<file path="config.mk">
export PLATFORM = sky130hd
export DESIGN_NAME = amr_rtp_payload_deframer
export DESIGN_NICKNAME = d
export VERILOG_FILES = /design/src/hdl/amr_rdf_pkg.sv /design/src/hdl/amr_rdf_parse.sv /design/src/hdl/amr_rdf_outq.sv /design/src/hdl/amr_rtp_payload_deframer.sv
export SDC_FILE = /design/constraint.sdc
export NUM_CORES = 1
export LEC_CHECK = 0
export BUFFER_PORTS_ARGS = -buffer_cell sky130_fd_sc_hd__buf_2
export CAP_MARGIN = 20
export CORE_ASPECT_RATIO = 0.5
export CORE_MARGIN = 2
export CORE_UTILIZATION = 60
export CTS_CLUSTER_SIZE = 10
export DETAILED_ROUTE_END_ITERATION = 16
export HOLD_SLACK_MARGIN = 0.02
export MAX_ROUTING_LAYER = met4
export PLACE_DENSITY = 0.91
export RECOVER_POWER = 25
export SLEW_MARGIN = 5
export SYNTH_ARGS = -nofsm -noshare
export SYNTH_HDL_FRONTEND = slang
export SYNTH_SLANG_ARGS = --single-unit
</file>
<file path="constraint.sdc">
create_clock -name clk_i -period 5.4 [get_ports clk_i]
set_input_delay 0.54 -clock clk_i [delete_from_list [all_inputs] [get_ports clk_i]]
set_output_delay 0.54 -clock clk_i [all_outputs]
set_load 0.03 [all_outputs]
</file>
<file path="src/hdl/amr_rdf_pkg.sv">
// Shared types, constants and helper functions of the AMR RTP payload deframer.
package amr_rdf_pkg;

  // Configuration register indexes.
  localparam logic REG_OCTET_ALIGNED = 1'b0;
  localparam logic REG_ALLOWED_MODES = 1'b1;

  // Result item kinds.
  localparam logic KIND_SPEECH = 1'b0;
  localparam logic KIND_STATUS = 1'b1;

  // Packet outcome codes.
  localparam logic [1:0] OUTC_OK    = 2'd0;
  localparam logic [1:0] OUTC_SHORT = 2'd1;
  localparam logic [1:0] OUTC_HDR   = 2'd2;
  localparam logic [1:0] OUTC_LEN   = 2'd3;

  // Header bit masks.
  localparam logic [7:0] OA_TOC_MASK  = 8'hC4;  // F bit, top frame-type bit and Q bit of the octet-aligned TOC
  localparam logic [7:0] OA_TOC_VALUE = 8'h04;  // F clear, top frame-type bit clear, Q set
  localparam logic [7:0] BE_F_MASK    = 8'h0C;  // F bit and top frame-type bit in byte 0
  localparam logic [7:0] BE_Q_MASK    = 8'h40;  // Q bit in byte 1
  localparam logic [2:0] FT_MASK      = 3'h7;

  // Number of class bits in each AMR frame type.
  localparam logic [7:0] FRAME_BITS [8] = '{
    8'd95, 8'd103, 8'd118, 8'd134, 8'd148, 8'd159, 8'd204, 8'd244
  };

  // Header overhead in bits for each layout.
  localparam logic [8:0] OA_HDR_BITS = 9'd16;
  localparam logic [8:0] BE_HDR_BITS = 9'd10;

  localparam logic [5:0] POS_MAX = 6'd63;

  // Queue depth and its pointer width.
  localparam int unsigned QDEPTH = 4;
  localparam int unsigned QAW    = $clog2(QDEPTH);

  // One result item.
  typedef struct packed {
    logic       item_kind;
    logic [7:0] speech_byte;
    logic [2:0] frame_kind;
    logic [1:0] outcome;
    logic [2:0] active_mode;
    logic       run_end;
  } item_t;

  // Up to three compacted result items written to the queue at once.
  typedef struct packed {
    logic [1:0]      count;
    item_t [2:0]     items;
  } push_t;

  // Payload length in bytes for a frame type and a header size.
  function automatic logic [5:0] exp_bytes(input logic [2:0] ft, input logic [8:0] hdr);
    logic [8:0] total;
    total = hdr + {1'b0, FRAME_BITS[ft]} + 9'd7;
    return total[8:3];
  endfunction

  // Highest set bit of mask at or below limit; found is low when there is none.
  function automatic logic [3:0] highest_allowed(input logic [7:0] mask,
                                                 input logic [2:0] limit);
    logic       found;
    logic [2:0] idx;
    found = 1'b0;
    idx   = 3'd0;
    for (int i = 0; i < 8; i++) begin
      if (mask[i] && (3'(i) <= limit)) begin
        found = 1'b1;
        idx   = 3'(i);
      end
    end
    return {found, idx};
  endfunction

endpackage

</file>
<file path="src/hdl/amr_rdf_parse.sv">
// Input register, header parsing, length checks and mode-request handling.
module amr_rdf_parse (
  input  logic                clk_i,
  input  logic                rst_ni,
  input  logic                cfg_we_i,
  input  logic                cfg_idx_i,
  input  logic [7:0]          cfg_data_i,
  input  logic                in_valid_i,
  output logic                in_ready_o,
  input  logic [7:0]          payload_byte_i,
  input  logic                end_of_packet_i,
  input  logic                space_ok_i,
  output amr_rdf_pkg::push_t  push_o
);
  import amr_rdf_pkg::*;

  // Input register.
  logic       in_vld_q;
  logic [7:0] in_byte_q;
  logic       in_last_q;

  // Configuration and per-packet state.
  logic       oa_q, oa_d;
  logic [7:0] allowed_q, allowed_d;
  logic [2:0] mode_q, mode_d;
  logic [5:0] pos_q, pos_d;
  logic [7:0] held_q, held_d;
  logic [3:0] req_q, req_d;
  logic [2:0] ht_q, ht_d;
  logic [5:0] len_q, len_d;
  logic [1:0] err_q, err_d;

  logic       advance;
  logic       sp_en, fl_en;
  logic [7:0] sp_byte;
  logic [2:0] ft;
  logic [1:0] oc;
  logic [3:0] hit;
  item_t      sp_item, fl_item, st_item;

  assign advance    = in_vld_q && space_ok_i;
  assign in_ready_o = !in_vld_q || advance;

  // Processing of the registered byte against the packet state.
  always_comb begin
    oa_d      = oa_q;
    allowed_d = allowed_q;
    mode_d    = mode_q;
    pos_d     = pos_q;
    held_d    = held_q;
    req_d     = req_q;
    ht_d      = ht_q;
    len_d     = len_q;
    err_d     = err_q;
    sp_en     = 1'b0;
    fl_en     = 1'b0;
    sp_byte   = 8'd0;
    ft        = 3'd0;
    oc        = OUTC_OK;
    hit       = 4'd0;
    sp_item   = '0;
    fl_item   = '0;
    st_item   = '0;

    if (cfg_we_i) begin
      unique case (cfg_idx_i)
        REG_OCTET_ALIGNED: oa_d = cfg_data_i[0];
        REG_ALLOWED_MODES: begin
          allowed_d = cfg_data_i;
          hit       = highest_allowed(cfg_data_i, 3'd7);
          if (hit[3]) mode_d = hit[2:0];
        end
        default: ;
      endcase
    end

    if (advance) begin
      if (pos_q == 6'd0) begin
        req_d  = in_byte_q[7:4];
        ht_d   = 3'd0;
        if (!oa_q && ((in_byte_q & BE_F_MASK) != 8'd0)) err_d = OUTC_HDR;
        held_d = in_byte_q;
      end else if (pos_q == 6'd1) begin
        if (oa_q) begin
          ft = in_byte_q[5:3];
          if (((in_byte_q & OA_TOC_MASK) != OA_TOC_VALUE) && (err_q == OUTC_OK))
            err_d = OUTC_HDR;
          len_d = exp_bytes(ft, OA_HDR_BITS);
        end else begin
          ft = {held_q[1:0], in_byte_q[7]} & FT_MASK;
          if (((in_byte_q & BE_Q_MASK) == 8'd0) && (err_q == OUTC_OK))
            err_d = OUTC_HDR;
          len_d = exp_bytes(ft, BE_HDR_BITS);
        end
        ht_d   = ft;
        held_d = in_byte_q;
      end else if (err_q == OUTC_OK) begin
        if (pos_q < len_q) begin
          sp_en   = 1'b1;
          sp_byte = oa_q ? in_byte_q : {held_q[5:0], in_byte_q[7:6]};
          held_d  = in_byte_q;
        end else begin
          err_d = OUTC_LEN;
        end
      end

      if (pos_q < POS_MAX) pos_d = pos_q + 6'd1;

      // Speech item carries the mode in force before any update.
      sp_item.item_kind   = KIND_SPEECH;
      sp_item.speech_byte = sp_byte;
      sp_item.frame_kind  = ht_d;
      sp_item.outcome     = OUTC_OK;
      sp_item.active_mode = mode_q;
      sp_item.run_end     = !in_last_q;

      if (in_last_q) begin
        if (pos_d < 6'd2)          oc = OUTC_SHORT;
        else if (err_d != OUTC_OK) oc = err_d;
        else if (pos_d != len_d)   oc = OUTC_LEN;
        else                       oc = OUTC_OK;

        fl_item.item_kind   = KIND_SPEECH;
        fl_item.speech_byte = {held_d[5:0], 2'b00};
        fl_item.frame_kind  = ht_d;
        fl_item.outcome     = OUTC_OK;
        fl_item.active_mode = mode_q;
        fl_item.run_end     = 1'b0;

        if (oc == OUTC_OK) begin
          fl_en = !oa_q;
          if (!req_d[3] && (req_d[2:0] != mode_q)) begin
            hit = highest_allowed(allowed_q, req_d[2:0]);
            if (hit[3]) mode_d = hit[2:0];
          end
        end

        st_item.item_kind   = KIND_STATUS;
        st_item.speech_byte = 8'd0;
        st_item.frame_kind  = (oc == OUTC_SHORT) ? 3'd0 : ht_d;
        st_item.outcome     = oc;
        st_item.active_mode = mode_d;
        st_item.run_end     = 1'b1;

        // Per-packet state returns to its reset value.
        pos_d  = 6'd0;
        held_d = 8'd0;
        req_d  = 4'd0;
        ht_d   = 3'd0;
        len_d  = 6'd0;
        err_d  = OUTC_OK;
      end
    end
  end

  // Compact the speech, flush and status items into consecutive slots.
  always_comb begin
    push_o.count    = 2'd0;
    push_o.items[2] = st_item;
    push_o.items[1] = st_item;
    push_o.items[0] = st_item;
    if (advance) begin
      push_o.count = {1'b0, sp_en} + {1'b0, fl_en} + {1'b0, in_last_q};
    end
    if (sp_en) begin
      push_o.items[0] = sp_item;
      push_o.items[1] = fl_en ? fl_item : st_item;
    end else if (fl_en) begin
      push_o.items[0] = fl_item;
    end
  end

  // Input register.
  always_ff @(posedge clk_i or negedge rst_ni) begin
    if (!rst_ni) begin
      in_vld_q <= 1'b0;
    end else if (in_ready_o) begin
      in_vld_q <= in_valid_i;
    end
  end

  always_ff @(posedge clk_i) begin
    if (in_ready_o && in_valid_i) begin
      in_byte_q <= payload_byte_i;
      in_last_q <= end_of_packet_i;
    end
  end

  // Configuration and packet state.
  always_ff @(posedge clk_i or negedge rst_ni) begin
    if (!rst_ni) begin
      oa_q      <= 1'b0;
      allowed_q <= 8'hFF;
      mode_q    <= 3'd7;
      pos_q     <= 6'd0;
      held_q    <= 8'd0;
      req_q     <= 4'd0;
      ht_q      <= 3'd0;
      len_q     <= 6'd0;
      err_q     <= OUTC_OK;
    end else begin
      oa_q      <= oa_d;
      allowed_q <= allowed_d;
      mode_q    <= mode_d;
      pos_q     <= pos_d;
      held_q    <= held_d;
      req_q     <= req_d;
      ht_q      <= ht_d;
      len_q     <= len_d;
      err_q     <= err_d;
    end
  end

endmodule

</file>
<file path="src/hdl/amr_rdf_outq.sv">
// Result queue: takes up to three items per cycle and delivers one per transaction.
module amr_rdf_outq (
  input  logic                clk_i,
  input  logic                rst_ni,
  input  amr_rdf_pkg::push_t  push_i,
  output logic                space_ok_o,
  output logic                out_valid_o,
  input  logic                out_ready_i,
  output amr_rdf_pkg::item_t  item_o
);
  import amr_rdf_pkg::*;

  item_t           mem_q [QDEPTH];
  logic [QAW-1:0]  wr_ptr_q, rd_ptr_q;
  logic [QAW:0]    cnt_q;
  logic            pop;

  assign pop         = out_valid_o && out_ready_i;
  assign out_valid_o = (cnt_q != '0);
  assign item_o      = mem_q[rd_ptr_q];
  // Room for the largest burst of three items.
  assign space_ok_o  = (cnt_q <= (QAW+1)'(QDEPTH - 3));

  // Storage writes.
  always_ff @(posedge clk_i) begin
    for (int k = 0; k < 3; k++) begin
      if (2'(k) < push_i.count) begin
        mem_q[wr_ptr_q + QAW'(k)] <= push_i.items[k];
      end
    end
  end

  // Pointers and fill count.
  always_ff @(posedge clk_i or negedge rst_ni) begin
    if (!rst_ni) begin
      wr_ptr_q <= '0;
      rd_ptr_q <= '0;
      cnt_q    <= '0;
    end else begin
      wr_ptr_q <= wr_ptr_q + QAW'(push_i.count);
      if (pop) rd_ptr_q <= rd_ptr_q + QAW'(1);
      cnt_q <= cnt_q + (QAW+1)'(push_i.count) - (QAW+1)'(pop);
    end
  end

endmodule

</file>
<file path="src/hdl/amr_rtp_payload_deframer.sv">
// Top level of the single-frame AMR RTP payload deframer.
// The block takes one payload byte per cycle while its output queue has room, and
// turns each packet into realigned speech bytes followed by one status item; a byte
// is held in an input register and parsed from there once the queue has room for
// its results, which land in a four-entry output queue. A middle byte gives at most
// one result and the stream runs at one byte per cycle while the output is ready;
// the final byte of a packet gives up to three (speech byte, bandwidth-efficient
// flush, status), which the queue drains one per cycle while the output is ready,
// and input holds off until there is room again. The user must write configuration
// through cfg_we_i, cfg_idx_i and cfg_data_i only while no packet is in flight; the
// block does not enforce it. Writing a non-empty allowed-mode set reloads the mode.
module amr_rtp_payload_deframer (
  input  logic       clk_i,
  input  logic       rst_ni,
  input  logic       cfg_we_i,
  input  logic       cfg_idx_i,
  input  logic [7:0] cfg_data_i,
  input  logic       in_valid_i,
  output logic       in_ready_o,
  input  logic [7:0] payload_byte_i,
  input  logic       end_of_packet_i,
  output logic       out_valid_o,
  input  logic       out_ready_i,
  output logic       item_kind_o,
  output logic [7:0] speech_byte_o,
  output logic [2:0] frame_kind_o,
  output logic [1:0] outcome_o,
  output logic [2:0] active_mode_o,
  output logic       run_end_o
);
  import amr_rdf_pkg::*;

  push_t push;
  logic  space_ok;
  item_t item;

  // Parsing stage.
  amr_rdf_parse u_parse (
    .clk_i           (clk_i),
    .rst_ni          (rst_ni),
    .cfg_we_i        (cfg_we_i),
    .cfg_idx_i       (cfg_idx_i),
    .cfg_data_i      (cfg_data_i),
    .in_valid_i      (in_valid_i),
    .in_ready_o      (in_ready_o),
    .payload_byte_i  (payload_byte_i),
    .end_of_packet_i (end_of_packet_i),
    .space_ok_i      (space_ok),
    .push_o          (push)
  );

  // Result queue.
  amr_rdf_outq u_outq (
    .clk_i       (clk_i),
    .rst_ni      (rst_ni),
    .push_i      (push),
    .space_ok_o  (space_ok),
    .out_valid_o (out_valid_o),
    .out_ready_i (out_ready_i),
    .item_o      (item)
  );

  assign item_kind_o   = item.item_kind;
  assign speech_byte_o = item.speech_byte;
  assign frame_kind_o  = item.frame_kind;
  assign outcome_o     = item.outcome;
  assign active_mode_o = item.active_mode;
  assign run_end_o     = item.run_end;

endmodule

</file>
# After elaboration in Yosys (flattened, before gate mapping)
# Memories as Yosys holds them, arrays and structs flattened.
# Cells that the tools add are included.
[word_totals]
regBits = 56
latchBits = 0
mem_bits_rw = 72
mem_bits_ro = 128
elab_cells = 197
n_memories = 3
[classes]
n_addsub = 13
mul = 0
div = 0
order_cmp = 17
n_eq_ne = 5
n_shift = 0
mux = 112
bitwise_logic = 3
n_reduce_logical = 29
[mem_list]
columns = ["name", "words", "word_bits", "read_ports", "rd_clocked_by_memory_dff", "wr", "line_no", "text"]
rows = [
  ["u_outq.mem_q", 4, 18, 1, 0, 3, "amr_rdf_outq.sv:13", "item_t mem_q [QDEPTH];"],
  ["(no name shown)", 8, 8, 1, 0, 0, "amr_rdf_pkg.sv:59", "total = hdr + {1'b0, FRAME_BITS[ft]} + 9'd7;"],
  ["(no name shown)", 8, 8, 1, 0, 0, "amr_rdf_pkg.sv:59", ""],
]
[ops]
columns = ["op", "n"]
rows = [
  ["$mux 18", 6],
  ["$mux 6", 13],
  ["$mux 8", 9],
  ["$mux 3", 21],
  ["$mux 2", 20],
  ["$mux 1", 38],
  ["$mux 17", 2],
  ["$add 9x3->9 const B", 2],
  ["$logic_and 1x1->1", 15],
  ["$le 3x3->1 const A", 4],
  ["$mux 4", 3],
  ["$add 4x8->9 const A", 1],
  ["$add 5x8->9 const A", 1],
  ["$ge 4x4->1 const B", 2],
  ["$logic_not 8->1", 1],
  ["$not 3->4", 2],
  ["$reduce_bool 8->1", 1],
  ["$add 6x1->6 const B", 1],
  ["$eq 6x1->1 const B", 1],
  ["$le 1x3->1 const A", 2],
  ["$le 2x3->1 const A", 2],
  ["$logic_not 6->1", 1],
  ["$lt 6x2->1 const B", 1],
  ["$lt 6x6->1", 1],
  ["22 further kinds", 29],
]

# Logic depth before layout (Yosys ltp)
# Gate-level depths: netlist (run 1).
[depth]
depth_word = 27
depth_mapped = 21

# Modules after synthesis
# Synthesis (run 1) repeated with hierarchy kept, for this count alone.
[hier_totals]
hier_cells = 1026
hier_area_um2 = 9158.8
[modules_own_cells]
columns = ["module", "n_inst", "cells_each", "area_per_inst_um2"]
rows = [
  ["amr_rdf_parse", 1, 564, 4585.6],
  ["amr_rdf_outq", 1, 462, 4573.1],
]

# Worst setup path before layout (run 1)
# OpenSTA, ideal clock, no wires.
[synth_path]
path_kind = "register to register"
from = "register u_parse.in_byte_q[7]"
to = "memory u_outq.mem_q[1][0] in the netlist's numbering (enable)"
setup_ns = 0.303
t_arrival_ns = 4.454
t_required_ns = 5.097
path_slack_ns = 0.643
path_stages_with_launch = 17
path_buffers = 0
period_less_slack_ns = 4.757
path_cell_list = "edfxtp_1 -> inv_1 -> ha_1 -> mux2_2 -> ha_1 -> mux2_2 -> mux2i_1 -> xnor2_1 -> nor2b_1 -> o2111a_1 -> nand3_1 -> nor4_1 -> fa_1 -> o21ai_1 -> nor2_1 -> nor2_1 -> inv_1"
[synth_rtl]
columns = ["item", "line_no", "text"]
rows = [
  ["from (decl)", "amr_rdf_parse.sv:19", "logic [7:0] in_byte_q;"],
  ["from (signal assigned)", "amr_rdf_parse.sv:184", "in_byte_q <= payload_byte_i;"],
  ["to (decl)", "amr_rdf_outq.sv:13", ""],
]

# Worst setup path in the final report (run 1)
[layout_path]
from = "register u_parse.held_q[0]"
to = "register u_outq.cnt_q[2]"
[layout_between]
elab_chain_cells = 25
[layout_lines]
columns = ["item", "line_no", "text"]
rows = [
  ["from (decl)", "amr_rdf_parse.sv:27", "logic [7:0] held_q, held_d;"],
  ["from (signal assigned)", "amr_rdf_parse.sv:206", "held_q <= held_d;"],
  ["$not 3->4 (implied by the code)", "amr_rdf_pkg.sv:59", ""],
  ["$mem_v2 8x8", "--", ""],
  ["$mux 8 (implied by the code) (2 in a row)", "amr_rdf_pkg.sv:59", ""],
  ["$add 4x8->9", "amr_rdf_pkg.sv:59", ""],
  ["$add 9x3->9", "amr_rdf_pkg.sv:59", ""],
  ["$mux 6", "amr_rdf_parse.sv:84", "if (oa_q) begin"],
  ["$mux 6", "amr_rdf_parse.sv:83", "end else if (pos_q == 6'd1) begin"],
  ["$mux 6", "amr_rdf_parse.sv:78", "if (pos_q == 6'd0) begin"],
  ["[... 8 more ...]", "--", ""],
  ["$mux 1", "amr_rdf_parse.sv:130", "if (oc == OUTC_OK) begin"],
  ["$mux 1", "amr_rdf_parse.sv:117", "if (in_last_q) begin"],
  ["$mux 1", "amr_rdf_parse.sv:77", "if (advance) begin"],
  ["$add 1x1->2", "amr_rdf_parse.sv:163", "push_o.count = {1'b0, sp_en} + {1'b0, fl_en} + {1'b0, in_last_q};"],
  ["$add 2x1->2", "amr_rdf_parse.sv:163", ""],
  ["$mux 2", "amr_rdf_parse.sv:162", "if (advance) begin"],
  ["$add 3x2->3", "amr_rdf_outq.sv:42", "cnt_q <= cnt_q + (QAW+1)'(push_i.count) - (QAW+1)'(pop);"],
  ["$sub 3x1->3", "amr_rdf_outq.sv:42", ""],
  ["to (signal assigned)", "amr_rdf_outq.sv:42", ""],
  ["to (decl)", "amr_rdf_outq.sv:15", "logic [QAW:0] cnt_q;"],
]
# Every way passes these cells. The select of a mux whose other input is x is not followed.
# A chain may end at the register's enable or synchronous reset.

==> flow_metrics.py, run 1 <==
metrics = {
    "status": {
        "run_status": "finished, violations left",
        "violations": "max-capacitance violations, max-slew violations",
    },
    "clocking": {
        "cts_tree": "built",
        "htree_num_levels": 4,
        "clock_path_buffers": 2,
        "clock_latency_ns": 0.44,
        "cts_setup_buffers": 0,
        "clk_pin_slew_ns": 0.06,
        "root_buffer": "clkbuf_16",
        "numCtsBuffers": 17,
        "cts_sinks": 128,
    },
    "place": {
        "dp_hpwl_mm": 16.26,
        "globalplace.congestion": 0.9728,
        "portBuffers": 42,
        "dpl-instance-area_um2": 8317,
        "place_ws_ns": -0.009323,
    },
    "routing": {
        "drc": 0,
        "vias": 7155,
        "ant_nets": 0,
        "routed_wl_mm": 22.83,
        "drtIter0Drc": 1000,
        "wl_per_cell_um": 21.31,
        "vias_per_cell": 6.681,
        "drt_pass1_iterations": 8,
    },
    "critical_path": {
        "arrival_ns": 5.48,
        "rr_endpoint": "u_outq.cnt_q[2]$_DFF_PN0_",
        "required_ns": 5.75,
        "cp-end-kind": "flop",
        "r2r_cells": 20,
        "critPathMaxFanout": 7,
        "critPathKind": "reg2reg",
        "reg2reg_from": "u_parse.held_q[0]$_DFFE_PN0P_",
        "cp-start-kind": "flop",
        "rrSetupSlack_ns": 0.27,
    },
    "sta": {
        "setup_viol": 0,
        "period_needed_ns": 5.131,
        "tightest_slew_ns": 2.671,
        "hold_viol_final": 0,
        "timing.final.ws_setup_ns": 0.2690,
        "drv_slew": 48,
        "finalCritPeriodShare_pct": 95.02,
        "timing.fmax_ghz": 0.1949,
        "skew_ns": 0.009297,
        "slew_headroom_pct": -78.04,
    },
    "worst_hold_path": {
        "hold_path.class": "in2reg",
        "min_delay_worst_endpoint": "u_parse.in_last_q$_DFFE_PP_",
        "hold_path_depth": 1,
        "min_from": "end_of_packet_i",
    },
    "synth": {
        "synth_cell_types": 80,
        "syn_inst": 840,
        "ys_warn_count": 0,
        "synthFlopType": "edfxtp_1",
        "syn_area_um2": 7873,
        "async_reset_ff_share_pct": 36.72,
        "post_synth.cell_area_avg_um2": 9.372,
        "yosysSeqAreaShare_pct": 41.94,
        "synth-seq-cells": 128,
        "synth_edf_count": 49,
        "synth_nets": 888,
    },
    "global_routing": {
        "grt_pass1_wl_mm": 36.16,
        "grt_max_degree": 48,
        "grt_pass1_vias": 6805,
        "antenna_found_initial": 1,
        "grt-ovfl-total": 0,
        "grtUsageTotal_pct": 33.90,
    },
    "power_and_ir_drop": {
        "power_w": 0.005092,
        "powerDensity_nw_per_um2": 570.1,
        "power.leakage_nw": 3.461,
        "max-vdd-ir-drop_v": 0.0002504,
    },
    "floorplanning": {
        "dieArea_um2": 14110,
        "fp-row-count": 29,
        "die_x_um": 166.0,
        "start_util_pct": 61.81,
        "coreArea_um2": 12740,
        "io_pins": 43,
        "die_h_um": 85.00,
    },
    "run": {
        "cap_violations": 1,
    },
    "layout": {
        "finalInstanceArea_um2": 8932,
        "area_delta_synth_final_pct": 13.46,
        "nFillCells": 942,
        "layout-drive-gt1-share_pct": 18.56,
        "nets": 935,
    },
}
## layout make-up
cell class                      count  area, um2  area share, %
Multi-Input combinational cell    635       4279          47.91
Sequential cell                   128       3302          36.97
Clock buffer                       20      467.9          5.239
Timing Repair Buffer               70      411.6          4.608
Tap cell                          170      212.7          2.381
Inverter                           35      131.4          1.471
Clock inverter                     12      125.1          1.401
Antenna cell                        1      2.502        0.02802
## cell families (layout without fill, tap and decap cells)
kind of cell	count (synthesis)	in the layout	synth area share (%)
other	0	1	0
adder cells (fa/ha/maj)	25	25	4.164
AO/OA/AOI/OAI	272	272	22.16
AND/OR/NAND/NOR	276	276	17.01
XOR/XNOR	18	18	2.003
multiplexers	44	44	8.662
buffers and inverters	77	137	4.069
flip-flops	128	128	41.94
## registers in the layout, indices dropped and copies added, names as in the netlist, 2 cells and up
name	count
u_parse.len_q	6
u_parse.allowed_q	8
u_parse.mode_q	3
u_outq.rd_ptr_q	2
u_parse.pos_q	6
u_parse.req_q	4
u_parse.held_q	6
u_outq.wr_ptr_q	2
u_outq.cnt_q	3
u_parse.err_q	2
u_outq.mem_q	72
u_parse.ht_q	3
u_parse.in_byte_q	8
## per-layer routing
| metal | GRT usage, % | part of all wire, % |
|---|---|---|
| met1 | 44.51 | 41 |
| met2 | 51.57 | 45 |
| met3 | 9.935 | 13 |
| met4 | 9.960 | 1.9 |
| met5 | - | 0 |
## timing repair
item / CTS / global route
pin swaps: 0 / 1
setup endpoints to repair: 10 / 74
resized for setup: 1 / 5
hold buffers: 0 / 0
## cells in the final DEF (no fill, tap or decap), drive strengths merged, types with 4 or more instances in the layout
cell	instances
nor2	90
nand2	86
a21oi	83
o21ai	67
buf	65
edfxtp	49
inv	38
dfrtp	36
dfxtp	32
clkbuf	25
ha	23
a22oi	21
nand3	20
mux4	18
and2	15
o22ai	15
o211ai	14
mux2	13
mux2i	13
xnor2	13
dfstp	11
nor2b	10
a22o	10
nor3	10
nand2b	9
a21o	7
or3	7
a211oi	6
a31oi	6
clkinv	6
o21bai	5
nand4	5
and3	5
xor2	5
and4	4
a211o	4
or2	4
## metrics by stage
stage                     instances  setup TNS [ns]  util, %  hold slack (ns)
after global placement         1038               0    65.30           0.4423
after floorplan                 840               0        -           0.2444
after CTS                      1070               0    70.01           0.2283
final                          1071               0    70.13           0.2715
after global routing           1071       -0.004091    70.13           0.2711
after detailed placement       1038        -0.09017    65.30           0.4445
## critical path: stages (launching register included)
cell and delay [ns]:
dfrtp_1 0.46, inv_1 0.15, ha_1 0.36, mux2_2 0.28
ha_1 0.29, mux2_2 0.28, mux2i_1 0.20, xnor2_1 0.17
nor2b_1 0.16, o2111a_1 0.30, nand3_1 0.21, nor4_4 0.30
fa_2 0.56, nand2_1 0.13, ha_1 0.23, inv_1 0.06
ha_1 0.14, inv_1 0.05, fa_1 0.37, xor2_1 0.16
xnor2_1 0.19
## worst max-delay path by stage
stage                                   startpoint                       endpoint  slack [ns]
finish               u_parse.held_q[0]$_DFFE_PN0P_      u_outq.cnt_q[2]$_DFF_PN0_        0.27
detailed placement   u_parse.held_q[0]$_DFFE_PN0P_   u_outq.mem_q[0][4]$_DFFE_PP_      -0.009
global placement     u_parse.held_q[0]$_DFFE_PN0P_  u_outq.mem_q[0][17]$_DFFE_PP_        0.34
global route         u_parse.held_q[0]$_DFFE_PN0P_      u_outq.cnt_q[2]$_DFF_PN0_      -0.004
CTS                  u_parse.held_q[0]$_DFFE_PN0P_   u_outq.mem_q[0][5]$_DFFE_PP_        0.13
floorplan           u_parse.in_byte_q[7]$_DFFE_PP_   u_outq.mem_q[1][0]$_DFFE_PP_        0.64
## Yosys cell counts (3+ instances only)
cell type | instances | share of area [%]
nor2_1 | 89 | 4.2
nand2_1 | 83 | 4.0
a21oi_1 | 80 | 5.1
o21ai_0 | 60 | 3.8
edfxtp_1 | 49 | 19
dfrtp_1 | 36 | 11
inv_1 | 34 | 1.6
clkbuf_1 | 33 | 1.6
dfxtp_1 | 32 | 8.1
ha_1 | 23 | 3.7
a22oi_1 | 20 | 1.9
nand3_1 | 19 | 1.2
mux4_2 | 18 | 5.1
and2_1 | 15 | 1.2
o22ai_1 | 15 | 1.2
o211ai_1 | 14 | 1.3
mux2_2 | 13 | 1.9
mux2i_1 | 13 | 1.7
xnor2_1 | 13 | 1.4
dfstp_2 | 11 | 3.7
a22o_1 | 10 | 1.1
nor2b_1 | 10 | 0.79
nand2b_1 | 9 | 0.72
nor3_1 | 8 | 0.51
a21o_1 | 7 | 0.67
o21ai_1 | 7 | 0.44
or3_1 | 7 | 0.56
a211oi_1 | 6 | 0.57
a31oi_1 | 6 | 0.48
and3_1 | 5 | 0.40
nand4_1 | 5 | 0.40
o21bai_1 | 5 | 0.48
xor2_1 | 5 | 0.56
a211o_1 | 4 | 0.44
and4_1 | 4 | 0.44
buf_2 | 4 | 0.25
or2_2 | 4 | 0.32
a21oi_2 | 3 | 0.33
buf_6 | 3 | 0.43
nand2_2 | 3 | 0.24
o21a_1 | 3 | 0.29
o221ai_1 | 3 | 0.33
## power breakdown
part           total [W]  leakage (nW)  internal (W)  switching, W
combinational    0.00239          1.87      0.000873       0.00151
clock            0.00117         0.286      0.000683      0.000488
sequential       0.00153          1.31       0.00126      0.000269
Power figures use the tool's default switching activity.
==> run 2, diff against run 1 <==
--- a/config.mk
+++ b/config.mk
@@ -12,6 +12,7 @@
 export CORE_UTILIZATION = 60
 export CTS_CLUSTER_SIZE = 10
 export DETAILED_ROUTE_END_ITERATION = 16
+export GPL_TIMING_DRIVEN = 0
 export HOLD_SLACK_MARGIN = 0.02
 export MAX_ROUTING_LAYER = met4
 export PLACE_DENSITY = 0.91
==> flow_metrics.py, run 2 (synthesis results as in run 1) <==
metrics = {
    "status": {
        "run_status": "finished, violations left",
        "violations": "max-capacitance violations, max-slew violations",
    },
    "clocking": {
        "cts_tree": "built",
        "clock_path_buffers": 2,
        "clk_pin_slew_ns": 0.06,
        "htree_num_levels": 4,
        "clock_latency_ns": 0.43,
        "cts_sinks": 128,
        "numCtsBuffers": 17,
        "root_buffer": "clkbuf_16",
    },
    "routing": {
        "ant_nets": 0,
        "drc": 0,
        "wl_per_cell_um": 21.28,
        "vias": 7468,
        "drt_pass1_iterations": 6,
        "vias_per_cell": 6.845,
        "routed_wl_mm": 23.22,
        "drtIter0Drc": 1037,
    },
    "critical_path": {
        "cp-end-kind": "flop",
        "critPathMaxFanout": 10,
        "rr_endpoint": "u_outq.cnt_q[2]$_DFF_PN0_",
        "required_ns": 5.71,
        "critPathKind": "reg2reg",
        "reg2reg_from": "u_parse.in_byte_q[4]$_DFFE_PP_",
        "cp-start-kind": "flop",
        "rrSetupSlack_ns": 0.20,
        "arrival_ns": 5.51,
        "r2r_cells": 20,
    },
    "floorplanning": {
        "fp-row-count": 29,
        "io_pins": 43,
        "dieArea_um2": 14110,
        "coreArea_um2": 12740,
        "die_h_um": 85.00,
        "start_util_pct": 61.81,
        "die_x_um": 166.0,
    },
    "place": {
        "dp_hpwl_mm": 16.42,
        "globalplace.congestion": 0.9804,
        "portBuffers": 42,
        "place_ws_ns": -0.8992,
    },
    "sta": {
        "finalCritPeriodShare_pct": 96.27,
        "setup_viol": 0,
        "rsz0062_at_grt": "no",
        "slew_headroom_pct": -43.18,
        "timing.final.ws_setup_ns": 0.2014,
        "hold_viol_final": 0,
        "whs_ns": 0.2875,
        "drv_slew": 40,
        "timing.fmax_ghz": 0.1924,
        "period_needed_ns": 5.199,
        "skew_ns": 0.008872,
        "tightest_slew_ns": 2.148,
    },
    "layout": {
        "layout-drive-gt1-share_pct": 19.65,
        "mostFrequentLayoutCells": "nor2_1 (83), nand2_1 (81), a21oi_1 (80)",
        "n_antenna_cell": 0,
        "largest_reg_flops": 72,
        "area_delta_synth_final_pct": 14.73,
        "top_regs": "u_outq.mem_q (72), u_parse.allowed_q (8), u_parse.in_byte_q (8)",
        "nFillCells": 919,
        "top_register": "u_outq.mem_q",
        "nets": 956,
        "final_common_cell": "nor2_1",
    },
    "worst_hold_path": {
        "min_from": "payload_byte_i[6]",
        "hold_path.class": "in2reg",
        "min_delay_worst_endpoint": "u_parse.in_byte_q[6]$_DFFE_PP_",
        "hold_path_depth": 1,
    },
    "global_routing": {
        "grt_pass1_wl_mm": 36.49,
        "grt_pass1_vias": 7016,
        "grtUsageTotal_pct": 34.17,
        "grt_max_degree": 48,
        "antenna_found_initial": 0,
        "grt-ovfl-total": 0,
    },
    "power_and_ir_drop": {
        "max-vdd-ir-drop_v": 0.0002529,
        "powerDensity_nw_per_um2": 566.0,
        "power.leakage_nw": 3.450,
    },
    "run": {
        "cap_violations": 1,
    },
}
==> run 2: cell types whose count changed in the layout (fill, tap and decap cells not counted), sizes merged <==
| cell | change |
|---|---|
| buf | -7 |
| bufinv | -1 |
| clkbuf | +25 |
| clkinv | -1 |
| clkinvlp | +1 |
| diode | -1 |
| dlygate4sd3 | +1 |
| inv | +3 |
==> run 2: worst max-delay path, stage by stage (launching register included) <==
cell and delay (ns):
edfxtp_1 0.44, clkbuf_4 0.24, inv_1 0.22, ha_1 0.35
mux2i_1 0.25, ha_1 0.28, nand2_1 0.06, o21ai_0 0.19
a211oi_1 0.37, o2111a_1 0.34, nand3_2 0.17, nor4_4 0.28
fa_2 0.57, nand2_1 0.15, ha_1 0.25, inv_1 0.07
ha_1 0.14, inv_1 0.05, fa_1 0.37, xor2_1 0.17
xnor2_1 0.13
==> run 2: metrics by stage <==
step	cell area, um2	total power [W]	std cells	util [%]	TNS [ns]
after CTS	8906	0.004970	1082	69.93	0
after global placement	8295	0.003747	1052	65.13	-46.48
after floorplan	7873	0.003216	840	-	0
after global routing	9032	0.005369	1091	70.92	0
after detailed placement	8295	0.003847	1052	65.13	-58.54
final	9032	0.005112	1091	70.92	0
==> run 2: worst max path at each step <==
stage | startpoint | to | slack [ns] | cells past startpoint
floorplan | u_parse.in_byte_q[7]$_DFFE_PP_ | u_outq.mem_q[1][0]$_DFFE_PP_ | 0.64 | 16
global placement | u_parse.in_byte_q[4]$_DFFE_PP_ | u_outq.mem_q[1][2]$_DFFE_PP_ | -0.77 | 16
detailed placement | u_parse.in_byte_q[4]$_DFFE_PP_ | u_outq.mem_q[1][0]$_DFFE_PP_ | -0.90 | 16
CTS | u_parse.in_byte_q[4]$_DFFE_PP_ | u_outq.mem_q[0][2]$_DFFE_PP_ | 0.006 | 18
global route | u_parse.in_byte_q[4]$_DFFE_PP_ | u_outq.cnt_q[2]$_DFF_PN0_ | 0.05 | 21
finish | u_parse.in_byte_q[4]$_DFFE_PP_ | u_outq.cnt_q[2]$_DFF_PN0_ | 0.20 | 20
==> run 2: what timing repair did <==
| action | 4_1_cts | 5_1_grt |
|---|---|---|
| hold endpoints to repair | 0 | 6 |
| setup buffers | 1 | 6 |
| hold buffers | 0 | 1 |
| pin swaps | 0 | 1 |
| resized for setup | 19 | 19 |
| gates cloned | 0 | 0 |
| setup endpoints to repair | 114 | 106 |
==> run 2: power breakdown <==
part           switching [W]  total [W]  internal [W]
Combinational        0.00166    0.00257      0.000903
Clock               0.000481    0.00110      0.000615
Sequential          0.000183    0.00145       0.00127
==> run 2: area by class of cell <==
type / instances / area, um2 / area share [%]
inverters: 35 / 138.9 / 1.538
clock buffers: 18 / 439.2 / 4.862
well taps: 170 / 212.7 / 2.355
flip-flops and latches: 128 / 3302 / 36.56
repair buffers: 52 / 285.3 / 3.158
clock inverters: 14 / 122.6 / 1.358
plain buffers: 39 / 185.2 / 2.050
multi-input cells: 635 / 4347 / 48.12
==> run 2: routing by layer <==
metal | wire length (um) | track usage [%] | vias up
li1 | - | - | 3263
met1 | 9097 | 43.14 | 3556
met2 | 10530 | 52.77 | 541
met3 | 2720 | 9.188 | 108
met4 | 877 | 14.39 | 0
met5 | 0 | - | -
